<file path="src/rtl/core/msgfrag_pkg.sv">
package msgfrag_pkg;

  localparam int unsigned FragMax       = 64;
  localparam int unsigned FragBytesDef  = 64;
  localparam int unsigned QueueDepthDef = 4;
  localparam int unsigned PosW          = $clog2(FragMax + 1);
  localparam int unsigned PadW          = $clog2(FragMax);

  localparam logic [7:0] CtrlFirst = 8'h40;
  localparam logic [7:0] CtrlLast  = 8'h80;

  localparam logic ReqStart   = 1'b0;
  localparam logic ReqPayload = 1'b1;

  typedef enum logic {
    OP_START,
    OP_DATA
  } op_e;

  typedef struct packed {
    op_e             op;
    logic            ctrl_en;
    logic [7:0]      ctrl;
    logic [7:0]      b0;
    logic [7:0]      b1;
    logic            data_fe;
    logic            data_me;
    logic [PadW-1:0] pad_cnt;
  } entry_t;

  function automatic logic [7:0] ctrl_byte(input logic first, input logic [7:0] rem,
                                           input logic [PosW-1:0] frag);
    logic [8:0] hdr;
    logic [8:0] room;
    logic [8:0] size;
    logic [8:0] rem9;
    logic [8:0] cnt;
    logic [7:0] c;
    hdr  = first ? 9'd3 : 9'd1;
    room = 9'(frag) - hdr;
    rem9 = {1'b0, rem};
    size = (rem9 < room) ? rem9 : room;
    cnt  = size + hdr - 9'd1;
    c    = {2'b00, cnt[5:0]};
    if (first) begin
      c = c | CtrlFirst;
    end
    if (rem9 <= room) begin
      c = c | CtrlLast;
    end
    return c;
  endfunction

endpackage

</file>
<file path="src/rtl/core/msgfrag_queue.sv">
module msgfrag_queue #(
  parameter int unsigned WIDTH = 8,
  parameter int unsigned DEPTH = 4
) (
  input  logic             clk_i,
  input  logic             rst_ni,
  input  logic             push_i,
  input  logic [WIDTH-1:0] data_i,
  output logic             full_o,
  input  logic             pop_i,
  output logic             valid_o,
  output logic [WIDTH-1:0] data_o
);

  localparam int unsigned AW = (DEPTH > 1) ? $clog2(DEPTH) : 1;
  localparam int unsigned CW = $clog2(DEPTH + 1);

  logic [WIDTH-1:0] mem_q [DEPTH];
  logic [AW-1:0]    wr_ptr_q, wr_ptr_d;
  logic [AW-1:0]    rd_ptr_q, rd_ptr_d;
  logic [CW-1:0]    cnt_q, cnt_d;
  logic             do_push;
  logic             do_pop;

  assign full_o  = (cnt_q == CW'(DEPTH));
  assign valid_o = (cnt_q != '0);
  assign data_o  = mem_q[rd_ptr_q];
  assign do_push = push_i && !full_o;
  assign do_pop  = pop_i && valid_o;

  always_comb begin
    wr_ptr_d = wr_ptr_q;
    rd_ptr_d = rd_ptr_q;
    cnt_d    = cnt_q;
    if (do_push) begin
      wr_ptr_d = (wr_ptr_q == AW'(DEPTH - 1)) ? '0 : wr_ptr_q + AW'(1);
    end
    if (do_pop) begin
      rd_ptr_d = (rd_ptr_q == AW'(DEPTH - 1)) ? '0 : rd_ptr_q + AW'(1);
    end
    if (do_push && !do_pop) begin
      cnt_d = cnt_q + CW'(1);
    end else if (!do_push && do_pop) begin
      cnt_d = cnt_q - CW'(1);
    end
  end

  always_ff @(posedge clk_i or negedge rst_ni) begin
    if (!rst_ni) begin
      wr_ptr_q <= '0;
      rd_ptr_q <= '0;
      cnt_q    <= '0;
    end else begin
      wr_ptr_q <= wr_ptr_d;
      rd_ptr_q <= rd_ptr_d;
      cnt_q    <= cnt_d;
    end
  end

  always_ff @(posedge clk_i) begin
    if (do_push) begin
      mem_q[wr_ptr_q] <= data_i;
    end
  end

endmodule

</file>
<file path="src/rtl/core/msgfrag_front.sv">
module msgfrag_front #(
  parameter int unsigned FRAG_BYTES = msgfrag_pkg::FragBytesDef
) (
  input  logic                 clk_i,
  input  logic                 rst_ni,
  input  logic                 in_valid_i,
  output logic                 in_ready_o,
  input  logic                 in_kind_i,
  input  logic [7:0]           in_cmd_i,
  input  logic [7:0]           in_len_i,
  input  logic [7:0]           in_byte_i,
  input  logic                 full_i,
  output logic                 push_o,
  output msgfrag_pkg::entry_t  entry_o
);

  import msgfrag_pkg::*;

  localparam logic [PosW-1:0] Frag = PosW'(FRAG_BYTES);

  logic [7:0]      rem_q, rem_d;
  logic [PosW-1:0] pos_q, pos_d;
  logic            open_q, open_d;
  logic            first_q, first_d;
  logic            accept;
  logic [PosW-1:0] p1;
  logic [7:0]      rem_n;
  logic [PadW-1:0] pads;

  assign in_ready_o = !full_i;
  assign accept     = in_valid_i && in_ready_o;
  assign p1         = ((pos_q == '0) ? PosW'(1) : pos_q) + PosW'(1);
  assign rem_n      = rem_q - 8'd1;
  assign pads       = (p1 < Frag) ? PadW'(Frag - p1) : '0;

  always_comb begin
    rem_d   = rem_q;
    pos_d   = pos_q;
    open_d  = open_q;
    first_d = first_q;
    push_o  = 1'b0;
    entry_o = '{op: OP_DATA, ctrl_en: 1'b0, ctrl: 8'h00, b0: in_byte_i, b1: in_len_i,
                data_fe: 1'b0, data_me: 1'b0, pad_cnt: '0};
    if (accept) begin
      if (in_kind_i == ReqStart) begin
        rem_d   = 8'h00;
        pos_d   = '0;
        open_d  = 1'b0;
        first_d = 1'b1;
        if (in_len_i != 8'h00) begin
          rem_d           = in_len_i;
          open_d          = 1'b1;
          pos_d           = PosW'(3);
          push_o          = 1'b1;
          entry_o.op      = OP_START;
          entry_o.ctrl_en = 1'b1;
          entry_o.ctrl    = ctrl_byte(1'b1, in_len_i, Frag);
          entry_o.b0      = in_cmd_i;
        end
      end else if (open_q && (rem_q != 8'h00)) begin
        push_o          = 1'b1;
        entry_o.ctrl_en = (pos_q == '0);
        entry_o.ctrl    = ctrl_byte(first_q, rem_q, Frag);
        rem_d           = rem_n;
        if (rem_n == 8'h00) begin
          entry_o.data_fe = (p1 >= Frag);
          entry_o.data_me = (p1 >= Frag);
          entry_o.pad_cnt = pads;
          pos_d           = '0;
          open_d          = 1'b0;
          first_d         = 1'b1;
        end else if (p1 >= Frag) begin
          entry_o.data_fe = 1'b1;
          pos_d           = '0;
          first_d         = 1'b0;
        end else begin
          pos_d = p1;
        end
      end
    end
  end

  always_ff @(posedge clk_i or negedge rst_ni) begin
    if (!rst_ni) begin
      rem_q   <= 8'h00;
      pos_q   <= '0;
      open_q  <= 1'b0;
      first_q <= 1'b1;
    end else begin
      rem_q   <= rem_d;
      pos_q   <= pos_d;
      open_q  <= open_d;
      first_q <= first_d;
    end
  end

endmodule

</file>
<file path="src/rtl/core/msgfrag_back.sv">
module msgfrag_back (
  input  logic                 clk_i,
  input  logic                 rst_ni,
  input  logic                 q_valid_i,
  input  msgfrag_pkg::entry_t  q_entry_i,
  output logic                 q_pop_o,
  output logic                 out_valid_o,
  input  logic                 out_ready_i,
  output logic [7:0]           out_data_o,
  output logic [1:0]           out_user_o,
  output logic                 out_last_o
);

  import msgfrag_pkg::*;

  typedef enum logic [1:0] {
    PH_CTRL,
    PH_B0,
    PH_B1,
    PH_PAD
  } phase_e;

  phase_e          phase_q, phase_d, ph;
  logic            fresh_q, fresh_d;
  logic [PadW-1:0] pad_left_q, pad_left_d;
  logic            load;
  logic [7:0]      byte_c;
  logic            fe_c;
  logic            me_c;
  logic            last_c;
  logic            valid_q;
  logic [7:0]      data_q;
  logic [1:0]      user_q;
  logic            last_q;

  assign load = q_valid_i && (!valid_q || out_ready_i);

  always_comb begin
    if (fresh_q) begin
      ph = (q_entry_i.op == OP_START || q_entry_i.ctrl_en) ? PH_CTRL : PH_B0;
    end else begin
      ph = phase_q;
    end
  end

  always_comb begin
    phase_d    = phase_q;
    pad_left_d = pad_left_q;
    byte_c     = 8'h00;
    fe_c       = 1'b0;
    me_c       = 1'b0;
    last_c     = 1'b0;
    unique case (ph)
      PH_CTRL: begin
        byte_c  = q_entry_i.ctrl;
        phase_d = PH_B0;
      end
      PH_B0: begin
        byte_c = q_entry_i.b0;
        if (q_entry_i.op == OP_START) begin
          phase_d = PH_B1;
        end else begin
          fe_c       = q_entry_i.data_fe;
          me_c       = q_entry_i.data_me;
          last_c     = (q_entry_i.pad_cnt == '0);
          phase_d    = PH_PAD;
          pad_left_d = q_entry_i.pad_cnt;
        end
      end
      PH_B1: begin
        byte_c = q_entry_i.b1;
        last_c = 1'b1;
      end
      PH_PAD: begin
        fe_c       = (pad_left_q == PadW'(1));
        me_c       = (pad_left_q == PadW'(1));
        last_c     = (pad_left_q == PadW'(1));
        pad_left_d = pad_left_q - PadW'(1);
      end
      default: begin
        phase_d = PH_CTRL;
      end
    endcase
    fresh_d = fresh_q;
    if (load) begin
      fresh_d = last_c;
    end
  end

  assign q_pop_o     = load && last_c;
  assign out_valid_o = valid_q;
  assign out_data_o  = data_q;
  assign out_user_o  = user_q;
  assign out_last_o  = last_q;

  always_ff @(posedge clk_i or negedge rst_ni) begin
    if (!rst_ni) begin
      phase_q    <= PH_CTRL;
      fresh_q    <= 1'b1;
      pad_left_q <= '0;
      valid_q    <= 1'b0;
    end else begin
      fresh_q <= fresh_d;
      if (load) begin
        phase_q    <= phase_d;
        pad_left_q <= pad_left_d;
        valid_q    <= 1'b1;
      end else if (out_ready_i) begin
        valid_q <= 1'b0;
      end
    end
  end

  always_ff @(posedge clk_i) begin
    if (load) begin
      data_q <= byte_c;
      user_q <= {me_c, fe_c};
      last_q <= last_c;
    end
  end

endmodule

</file>
<file path="src/rtl/core/message_fragmenter_64b.sv">
// Message fragmenter: takes a start word (command, length) followed by one payload
// word per byte and emits fragments of FRAG_BYTES bytes, one byte per output word.
// Each fragment opens with a control byte (bit 6 first, bit 7 last, low six bits the
// count of bytes after it); the first fragment adds the command and length, and the
// last one is zero padded to full size. A start word yields 3 output words, a payload
// word 1 or 2, and the final payload word of a message up to FRAG_BYTES. Input
// words are taken every cycle while the QUEUE_DEPTH-entry queue between the
// classifier and the byte sequencer has room; the sequencer drains it at one byte
// per cycle unless stalled, so sustained input rate is set by output bytes per word.
// Zero-length starts and payload words with no open message produce nothing.
module message_fragmenter_64b #(
  parameter int unsigned FRAG_BYTES  = msgfrag_pkg::FragBytesDef,
  parameter int unsigned QUEUE_DEPTH = msgfrag_pkg::QueueDepthDef
) (
  input  logic        clk_i,
  input  logic        rst_ni,
  input  logic        s_axis_tvalid,
  output logic        s_axis_tready,
  input  logic [23:0] s_axis_tdata,  // command_id, message_length, payload_byte
  input  logic        s_axis_tuser,  // req_type
  output logic        m_axis_tvalid,
  input  logic        m_axis_tready,
  output logic [7:0]  m_axis_tdata,  // frag_byte
  output logic [1:0]  m_axis_tuser,  // fragment_end, message_end
  output logic        m_axis_tlast   // run_last
);

  import msgfrag_pkg::*;

  entry_t push_entry;
  entry_t head_entry;
  logic   push;
  logic   full;
  logic   head_valid;
  logic   pop;

  msgfrag_front #(
    .FRAG_BYTES(FRAG_BYTES)
  ) u_front (
    .clk_i     (clk_i),
    .rst_ni    (rst_ni),
    .in_valid_i(s_axis_tvalid),
    .in_ready_o(s_axis_tready),
    .in_kind_i (s_axis_tuser),
    .in_cmd_i  (s_axis_tdata[7:0]),
    .in_len_i  (s_axis_tdata[15:8]),
    .in_byte_i (s_axis_tdata[23:16]),
    .full_i    (full),
    .push_o    (push),
    .entry_o   (push_entry)
  );

  msgfrag_queue #(
    .WIDTH($bits(entry_t)),
    .DEPTH(QUEUE_DEPTH)
  ) u_queue (
    .clk_i  (clk_i),
    .rst_ni (rst_ni),
    .push_i (push),
    .data_i (push_entry),
    .full_o (full),
    .pop_i  (pop),
    .valid_o(head_valid),
    .data_o (head_entry)
  );

  msgfrag_back u_back (
    .clk_i      (clk_i),
    .rst_ni     (rst_ni),
    .q_valid_i  (head_valid),
    .q_entry_i  (head_entry),
    .q_pop_o    (pop),
    .out_valid_o(m_axis_tvalid),
    .out_ready_i(m_axis_tready),
    .out_data_o (m_axis_tdata),
    .out_user_o (m_axis_tuser),
    .out_last_o (m_axis_tlast)
  );

endmodule

</file>
<file path="config.mk">
export PLATFORM = sky130hd
export DESIGN_NAME = message_fragmenter_64b
export DESIGN_NICKNAME = d
export VERILOG_FILES = /design/src/rtl/core/msgfrag_pkg.sv /design/src/rtl/core/msgfrag_queue.sv /design/src/rtl/core/msgfrag_front.sv /design/src/rtl/core/msgfrag_back.sv /design/src/rtl/core/message_fragmenter_64b.sv
export SDC_FILE = /design/constraint.sdc
export NUM_CORES = 1
export LEC_CHECK = 0
export BUFFER_PORTS_ARGS = -buffer_cell sky130_fd_sc_hd__buf_2
export CAP_MARGIN = 15
export CORE_MARGIN = 1
export CORE_UTILIZATION = 30
export CTS_BUF_LIST = sky130_fd_sc_hd__clkbuf_16
export CTS_CLUSTER_SIZE = 10
export DETAILED_ROUTE_END_ITERATION = 10
export PLACE_DENSITY = 0.52
export SKIP_CTS_REPAIR_TIMING = 1
export SYNTH_ARGS = -nofsm -noshare
export SYNTH_HDL_FRONTEND = slang
export SYNTH_SLANG_ARGS = --single-unit
</file>
<file path="constraint.sdc">
create_clock -name clk_i -period 7.7 [get_ports clk_i]
set_input_delay 1.54 -clock clk_i [delete_from_list [all_inputs] [get_ports clk_i]]
set_output_delay 1.54 -clock clk_i [all_outputs]
set_load 0.02 [all_outputs]
</file>
==> results.yml, run 1 <==
logic_synthesis:
  synth_warnings: 0
  yosysTopAreaCell: "edfxtp_1"
  synthTopCellsByCount: "edfxtp_1 (147), nand2_1 (75), nor2_1 (35)"
  synthTopCellsByArea: "edfxtp_1 (55%), dfrtp_1 (9.9%), mux4_2 (9.0%)"
  async_flop_share: 0.188
  synth-seq-cells: 181
  synth_edf_count: 147
  ys_seq_area_frac: 0.654
  ys.flop_type: "edfxtp_1"
  avgSynthCellArea_sq_um: 14.2
  synth_area_sq_um: 8050
  synthCells: 569
  yosys.area.top_type_share: 0.548
  yosysUniqueCellTypes: 59
  synth_nets: 613
  synth.most_common_cell: "edfxtp_1"
sta:
  clock_skew_ns: 0.0147
  finalSetupViolations: 0
  setup_tns_ns: 0
  slew_viol_final: 0
  worst_pin_slew_ns: 1.06
  rsz0062_at_grt: "false"
  max_freq_mhz: 255
  finalHoldViolCount: 0
  finalCritPeriodShare: 0.510
  hold_ws_ns: 0.501
  slew_headroom: 0.292
  min_period_ns: 3.93
grt:
  grt.overflow.total: 0
  grt_max_degree: 35
  grt_first_pass_wirelength_um: 27900
  antenna_found_initial: 0
  grt_pass1_vias: 4913
  grtUsageTotal: 0.133
clock_network:
  clock_latency_ns: 0.43
  path_clk_slew_ns: 0.07
  cts_root_buffer: "clkbuf_16"
  htreeDepth: 4
  clockBufferDepth: 2
  cts.sinks: 181
  cts_buffers: 17
  tritoncts: "yes"
power:
  p_per_area_nw_per_um2: 372
  finalPower_uw: 3440
  leakagePower_uw: 0.00332
  ir_drop_mv: 0.159
place:
  dp_cells: 928
  dp_hpwl_um: 11600
  portBuffers: 41
  routabilityCongestion: 0.781
floorplan:
  dieArea_sq_um: 27500
  pin_count: 42
  die_w_um: 166
  initial_core_util: 0.307
  chipHeight_um: 166
  num_rows: 59
  core_sq_um: 26200
critical_path:
  cpPeakStageDelay_ns: 0.79
  required_ns: 8.01
  reg2reg_slack_ns: 3.77
  path_cells: "buf_4 > mux4_2 > nor4_2 > a31oi_1 > or3_1 > ha_1 > inv_1 > fa_1 > mux2_2"
  critical_path.endpoint_type: "flop"
  crit_arrival_ns: 4.24
  critPathLaunch: "u_queue.rd_ptr_q[0]"
  path_class: "reg2reg"
  cp-start-kind: "flop"
  reg2reg_depth: 9
  r2r_end: "u_queue.cnt_q[1]"
  cpMaxStageDelayCell: "dfrtp_2"
  reg2reg_from: "u_queue.rd_ptr_q[0]"
  path_max_fanout: 20
  endpoint: "u_queue.cnt_q[1]"
drt:
  vias_per_cell: 5.00
  drt-total-wl_um: 17300
  drc: 6
  top_layer_used: "met4"
  vias: 4801
  wire_per_inst_um: 18.0
  wl_met1_um: 8460
  antenna_left: 0
  first_iter_violations: 400
  wl_met2_um: 8050
  firstDrtPassIters: 8
  route.met3.wl_um: 622
layout:
  diodes: 0
  final_cells: 961
  area_growth_pct: 14.8
  multi_input_area_sq_um: 2600
  final_util: 0.353
  fin_nets: 657
  fill_cells: 2504
  seq_area_sq_um: 5270
  drive_gt1_frac: 0.214
run:
  max-cap-violations: 0
outcome:
  violations: "design-rule violations"
  outcome: "finished with violations"
min_path:
  hold_path_class: "reg2reg"
==> final cells by class <==
| class | instances | share of cell area |
|---|---|---|
| clock inverters | 15 | 0.0203 |
| repair buffers | 50 | 0.0290 |
| inverters | 19 | 0.00772 |
| well taps | 335 | 0.0454 |
| clock buffers | 17 | 0.0460 |
| flip-flops and latches | 181 | 0.570 |
| multi-input cells | 344 | 0.281 |
==> worst min path at each step <==
stage | start | endpoint | cells after the start
floorplan | u_queue.cnt_q[2] | u_queue.cnt_q[2] | 1
global placement | u_queue.cnt_q[2] | u_queue.cnt_q[2] | 1
detailed placement | u_queue.cnt_q[2] | u_queue.cnt_q[2] | 1
CTS | u_queue.cnt_q[2] | u_queue.cnt_q[2] | 1
global route | u_queue.cnt_q[2] | u_queue.cnt_q[2] | 1
finish | u_queue.cnt_q[2] | u_queue.cnt_q[2] | 1
==> routing by layer <==
layer | up-vias | GRT usage
li1 | 2263 | -
met1 | 2416 | 0.187
met2 | 110 | 0.206
met5 | - | 0
met4 | 0 | 0.0414
met3 | 12 | 0.0288
==> stage by stage <==
stage	setup WS (ns)	instance area, sq um
6_report	3.77	9240
3_3_place_gp	3.66	8620
2_1_floorplan	4.00	8050
3_5_place_dp	3.60	8620
5_1_grt	3.47	9240
4_1_cts	3.70	9240
==> cells in the final DEF (no fill, tap or decap), types with 3 or more instances in the layout <==
| cell | count |
|---|---|
| nand4_1 | 3 |
| buf_4 | 7 |
| and2_1 | 7 |
| nor4_1 | 4 |
| a22o_1 | 6 |
| buf_2 | 42 |
| a211oi_1 | 3 |
| or2_2 | 7 |
| edfxtp_1 | 147 |
| clkinv_4 | 3 |
| o21ai_0 | 26 |
| a31oi_1 | 6 |
| a22oi_1 | 9 |
| nand3b_1 | 3 |
| nor3_1 | 4 |
| nand3_1 | 13 |
| inv_1 | 18 |
| dfrtp_1 | 31 |
| ha_1 | 14 |
| nor3b_1 | 4 |
| o22ai_1 | 12 |
| clkinv_8 | 4 |
| a21o_1 | 3 |
| inv_6 | 5 |
| nor2_1 | 35 |
| xor2_1 | 4 |
| nand2_1 | 75 |
| xnor2_1 | 4 |
| or3_1 | 3 |
| mux4_2 | 32 |
| nand2b_1 | 3 |
| clkbuf_16 | 17 |
| a21oi_1 | 28 |
==> critical path, delay by kind of cell (launching register included) <==
family	cells	cell delay (ns)
mux	2	0.85
flops	1	0.79
simple gates	2	0.76
fa+ha+maj	2	0.69
buf+inv	2	0.54
compound gates	1	0.15
==> power breakdown <==
| part | total [uW] | internal [uW] | switching [uW] |
|---|---|---|---|
| clock network | 873 | 468 | 406 |
| registers | 1490 | 1310 | 186 |
| logic | 1070 | 461 | 608 |
| total | 3440 | 2240 | 1200 |
==> cell families after synthesis <==
kind of cell    Yosys count  synth area share
compound gates          106            0.0813
fa+ha+maj                15            0.0242
mux                      40             0.105
xor+xnor                  8           0.00870
simple gates            175             0.104
buf+inv                  44            0.0227
flops                   181             0.654
==> state kept, by name (all words and copies together), names as in the netlist, 2 cells and up <==
signal	flops
u_queue.wr_ptr_q	2
u_queue.mem_q	136
u_front.pos_q	7
u_back.phase_q	2
u_back.pad_left_q	6
u_back.out_data_o	8
u_front.rem_q	8
u_queue.cnt_q	3
u_queue.rd_ptr_q	2
u_back.out_user_o	2
Power figures use the tool's default switching activity.
==> run 2: changes to the inputs <==
PLACE_DENSITY = 0.54   (was 0.52)
clock period = 3.25 ns   (was 7.7 ns; I/O delays follow)
==> run 2 against run 1 <==
Compared with the run above: the flow still finishes with violations (design-rule violations); clock power rose by 140%; wire length rose by 2.7%; via count rose by 0.37%; die area did not move; worst setup slack got worse by 3.5 ns; sequential cell count did not move; sequential share of layout area fell by 0.63 points; non-clock buffer count rose by 15; cell count rose by 1.5%; critical endpoint unchanged; largest cell class unchanged.
==> results.yml, run 2 (same netlist as run 1, synthesis figures left out) <==
power:
  clock_power_share: 0.251
  combPwrFrac: 0.333
  seqPwrFrac: 0.416
  p_int_uw: 5430
  leakagePower_uw: 0.00338
  p_sw_uw: 2830
  p_per_area_nw_per_um2: 884
  p_sw_frac: 0.342
  ir_drop_mv: 0.397
drt:
  drt-total-wl_um: 17800
  antenna_left: 0
  first_iter_violations: 303
  drc: 5
  wire_per_inst_um: 18.2
  vias_per_cell: 4.94
  firstDrtPassIters: 8
  vias: 4819
layout:
  diodes: 0
  largest_register_ffs: 136
  final_cell_mix: "edfxtp_1 (147), nand2_1 (75), buf_2 (41)"
  final_util: 0.357
  fin_nets: 672
  layout_commonest_cell: "edfxtp_1"
  fin_area_sq_um: 9340
  area_growth_pct: 16.1
  fill_cells: 2447
  drive_gt1_frac: 0.231
  top_register: "u_queue.mem_q"
grt:
  grt.overflow.total: 0
  grtUsageTotal: 0.136
  grt_pass1_vias: 5083
  grt_max_degree: 35
  antenna_found_initial: 0
  grt_first_pass_wirelength_um: 28300
clock_network:
  tritoncts: "yes"
  htreeDepth: 4
  cts_buffers: 17
  cts.sinks: 181
  clockBufferDepth: 2
  cts_root_buffer: "clkbuf_16"
  path_clk_slew_ns: 0.07
  clock_latency_ns: 0.43
place:
  placedInstanceArea_sq_um: 8720
  preCtsSetupSlack_ns: 0.171
  dp_hpwl_um: 11900
  routabilityCongestion: 0.849
  portBuffers: 41
critical_path:
  reg2reg_slack_ns: 0.24
  r2r_end: "u_queue.cnt_q[1]"
  path_max_fanout: 6
  required_ns: 3.57
  path_class: "reg2reg"
  crit_arrival_ns: 3.33
  reg2reg_depth: 9
  cp-start-kind: "flop"
  reg2reg_from: "u_queue.rd_ptr_q[0]"
  critical_path.endpoint_type: "flop"
sta:
  clock_skew_ns: 0.0108
  finalHoldViolCount: 0
  slew_headroom: 0.270
  final.setup.worst_slack_ns: 0.243
  worst_pin_slew_ns: 1.10
  max_freq_mhz: 333
  setup_tns_ns: 0
  rsz0062_at_grt: "false"
  finalCritPeriodShare: 0.925
  finalSetupViolations: 0
  min_period_ns: 3.01
  slew_viol_final: 0
min_path:
  hold_path_class: "in2async"
outcome:
  violations: "design-rule violations"
  outcome: "finished with violations"
run:
  max-cap-violations: 0
floorplan:
  die_w_um: 166
  num_rows: 59
  core_sq_um: 26200
  dieArea_sq_um: 27500
  chipHeight_um: 166
  initial_core_util: 0.307
  pin_count: 42
-- run 2: changes by cell type in the layout (fill, tap and decap cells not counted), sizes merged --
cell	before	now
clkinvlp	0	2
inv	25	27
bufinv	1	2
clkbuf	18	17
clkinv	8	2
buf	49	65
-- run 2: layer usage --
layer | track usage | vias up | part of all wire
li1 | - | 2278 | -
met1 | 0.176 | 2406 | 0.46
met2 | 0.223 | 123 | 0.48
met3 | 0.0388 | 12 | 0.046
met4 | 0.0345 | 0 | 0.0083
met5 | 0 | - | 0
-- run 2: through the flow --
stage / instances / power (uW) / hold slack (ns)
floorplan: 569 / 5390 / 0.354
global placement: 940 / 6120 / 0.477
detailed placement: 940 / 6210 / 0.484
CTS: 971 / 8290 / 0.353
global route: 975 / 8740 / 0.396
finish: 975 / 8260 / 0.332
-- run 2: area by class of cell --
| class | instances | area, sq um | area share |
|---|---|---|---|
| multi-input cells | 344 | 2610 | 0.279 |
| repair buffers | 65 | 385 | 0.0412 |
| flip-flops and latches | 181 | 5270 | 0.564 |
| inverters | 19 | 71.3 | 0.00763 |
| clock buffers | 17 | 425 | 0.0455 |
| clock inverters | 14 | 165 | 0.0177 |
| well taps | 335 | 419 | 0.0449 |
-- run 2: power by group through the flow --
stage / logic [uW] / registers (uW) / clock network (uW)
after floorplan: 1990 / 3410 / 0
after global placement: 2650 / 3470 / 0
after detailed placement: 2710 / 3500 / 0
after CTS: 2720 / 3460 / 2120
after global routing: 3040 / 3500 / 2200
final: 2750 / 3440 / 2070
-- run 2: how the worst max path moves through the flow --
stage | startpoint | cells past startpoint | slack, ns | endpoint
6_report | u_queue.rd_ptr_q[0] | 9 | 0.24 | u_queue.cnt_q[1]
5_1_grt | u_queue.rd_ptr_q[0] | 9 | 0.12 | u_queue.cnt_q[1]
4_1_cts | u_queue.rd_ptr_q[0] | 11 | 0.13 | u_queue.cnt_q[2]
3_5_place_dp | u_queue.rd_ptr_q[0] | 11 | 0.17 | u_queue.cnt_q[2]
3_3_place_gp | u_queue.rd_ptr_q[0] | 11 | 0.26 | u_queue.cnt_q[2]
2_1_floorplan | u_queue.rd_ptr_q[1] | 11 | 0.29 | u_queue.cnt_q[1]
-- run 2: worst max-delay path: stages, from the launching register on --
cell and delay [ns]:
dfrtp_2 0.39, buf_4 0.17, mux4_2 0.54, nor4_2 0.28
a31oi_1 0.13, or3_1 0.38, ha_1 0.25, inv_1 0.08
fa_1 0.40, mux2_2 0.26
==> run 3: changes to the inputs <==
SETUP_SLACK_MARGIN = 0.3   (was default)
==> run 3 against run 2 <==
Compared with the run above: the run still ends with design-rule violations left; combinational power increased by 2%; hold slack got worse by 0.0025 ns; die area unchanged; global-route usage decreased by 0.27 points; critical path type unchanged.
==> results.yml, run 3 (same netlist as run 1, synthesis figures left out) <==
grt:
  grt.overflow.total: 0
  grt_max_degree: 35
  grtUsageTotal: 0.133
  grt_first_pass_wirelength_um: 27900
  antenna_found_initial: 0
  grt_pass1_vias: 4973
critical_path:
  path_cells: "mux4_2 > nor4_4 > a31oi_4 > or3_4 > ha_2 > inv_1 > fa_1 > mux2_2"
  path_buf_inv: 1
  crit_family: "multiplexers"
  crit_arrival_ns: 3.27
  critical_path.endpoint_type: "flop"
  cpMaxStageDelayCell: "mux4_2"
  reg2reg_slack_ns: 0.29
  cpPeakStageDelay_ns: 0.57
  path_max_fanout: 8
  path_class: "reg2reg"
  required_ns: 3.56
  cp-start-kind: "flop"
drt:
  vias_per_cell: 4.98
  first_iter_violations: 318
  wire_per_inst_um: 17.9
  drt-total-wl_um: 17500
  drc: 11
  vias: 4875
  antenna_left: 0
  firstDrtPassIters: 8
power:
  leakagePower_uw: 0.00340
  seqPwrFrac: 0.420
  p_sw_frac: 0.349
  p_per_area_nw_per_um2: 873
  combPwrFrac: 0.342
  p_sw_uw: 2870
  p_int_uw: 5350
  clock_power_share: 0.238
  ir_drop_mv: 0.390
clock_network:
  clock_latency_ns: 0.43
  cts_root_buffer: "clkbuf_16"
  tritoncts: "yes"
  clockBufferDepth: 2
  cts.sinks: 181
  path_clk_slew_ns: 0.08
  htreeDepth: 4
  cts_buffers: 17
layout:
  fin_nets: 676
  area_growth_pct: 16.9
  largest_register_ffs: 136
  fill_cells: 2494
  diodes: 0
  final_cell_mix: "edfxtp_1 (147), nand2_1 (75), buf_2 (41)"
  multi_input_area_sq_um: 2660
  drive_gt1_frac: 0.248
  top_register: "u_queue.mem_q"
  seq_area_sq_um: 5270
  final_cells: 979
  layout_commonest_cell: "edfxtp_1"
floorplan:
  dieArea_sq_um: 27500
  pin_count: 42
  core_sq_um: 26200
  chipHeight_um: 166
  initial_core_util: 0.307
  num_rows: 59
  die_w_um: 166
sta:
  worst_pin_slew_ns: 1.10
  finalHoldViolCount: 0
  slew_viol_final: 0
  slew_headroom: 0.268
  max_freq_mhz: 337
  finalSetupViolations: 0
  rsz0062_at_grt: "true"
  clock_skew_ns: 0.0143
  final.setup.worst_slack_ns: 0.286
  finalCritPeriodShare: 0.912
  setup_tns_ns: 0
  min_period_ns: 2.96
run:
  max-cap-violations: 0
outcome:
  outcome: "finished with violations"
  violations: "design-rule violations"
place:
  portBuffers: 41
  dp_cells: 940
  preCtsSetupSlack_ns: 0.0966
  routabilityCongestion: 0.836
  dp_hpwl_um: 11800
min_path:
  hold_path_class: "in2async"
[run 3: cell count changes in the layout (fill, tap and decap cells not counted), moves of 2 or more]
cell / delta
buf_4: +3
bufinv_16: -2
clkinv_4: +2
clkinv_8: +2
[run 3: final timing paths]
check                               startpoint             endpoint  depth (start not counted)
max                        u_queue.rd_ptr_q[0]     u_queue.cnt_q[1]                          8
min                                     rst_ni     u_front.rem_q[0]                          1
max reg2reg                u_queue.rd_ptr_q[0]     u_queue.cnt_q[1]                          8
min reg2reg                   u_queue.cnt_q[2]     u_queue.cnt_q[2]                          1
max in group asynchronous               rst_ni  u_queue.rd_ptr_q[0]                          1
min in group clk_i               m_axis_tready   u_back.out_valid_o                          3
[run 3: layout make-up]
| cell class | count | area share |
|---|---|---|
| clock buffer | 17 | 0.0452 |
| inverter | 19 | 0.00758 |
| tap | 335 | 0.0445 |
| clock inverter | 14 | 0.0149 |
| timing repair buffer | 69 | 0.0445 |
| multi-input combinational | 344 | 0.283 |
| sequential | 181 | 0.560 |
[run 3: routing by layer]
layer | share of wire | vias to the layer above | track usage
met2 | 0.47 | 102 | 0.210
met5 | 0 | - | 0
met3 | 0.036 | 16 | 0.0267
met4 | 0.011 | 0 | 0.0435
li1 | - | 2299 | -
met1 | 0.48 | 2458 | 0.184
[run 3: power groups by stage]
stage	clock [uW]	combinational [uW]	sequential, uW
6_report	1960	2810	3450
5_1_grt	2090	3130	3520
4_1_cts	2000	2690	3450
3_5_place_dp	0	2680	3500
3_3_place_gp	0	2630	3470
2_1_floorplan	0	1990	3410
[run 3: stage by stage]
step / util / cell area [sq um] / total power, uW / hold WS (ns)
2_1_floorplan: - / 8050 / 5390 / 0.354
4_1_cts: 0.354 / 9280 / 8150 / 0.338
3_3_place_gp: 0.333 / 8720 / 6100 / 0.477
3_5_place_dp: 0.333 / 8720 / 6180 / 0.498
5_1_grt: 0.359 / 9410 / 8740 / 0.387
6_report: 0.359 / 9410 / 8220 / 0.329
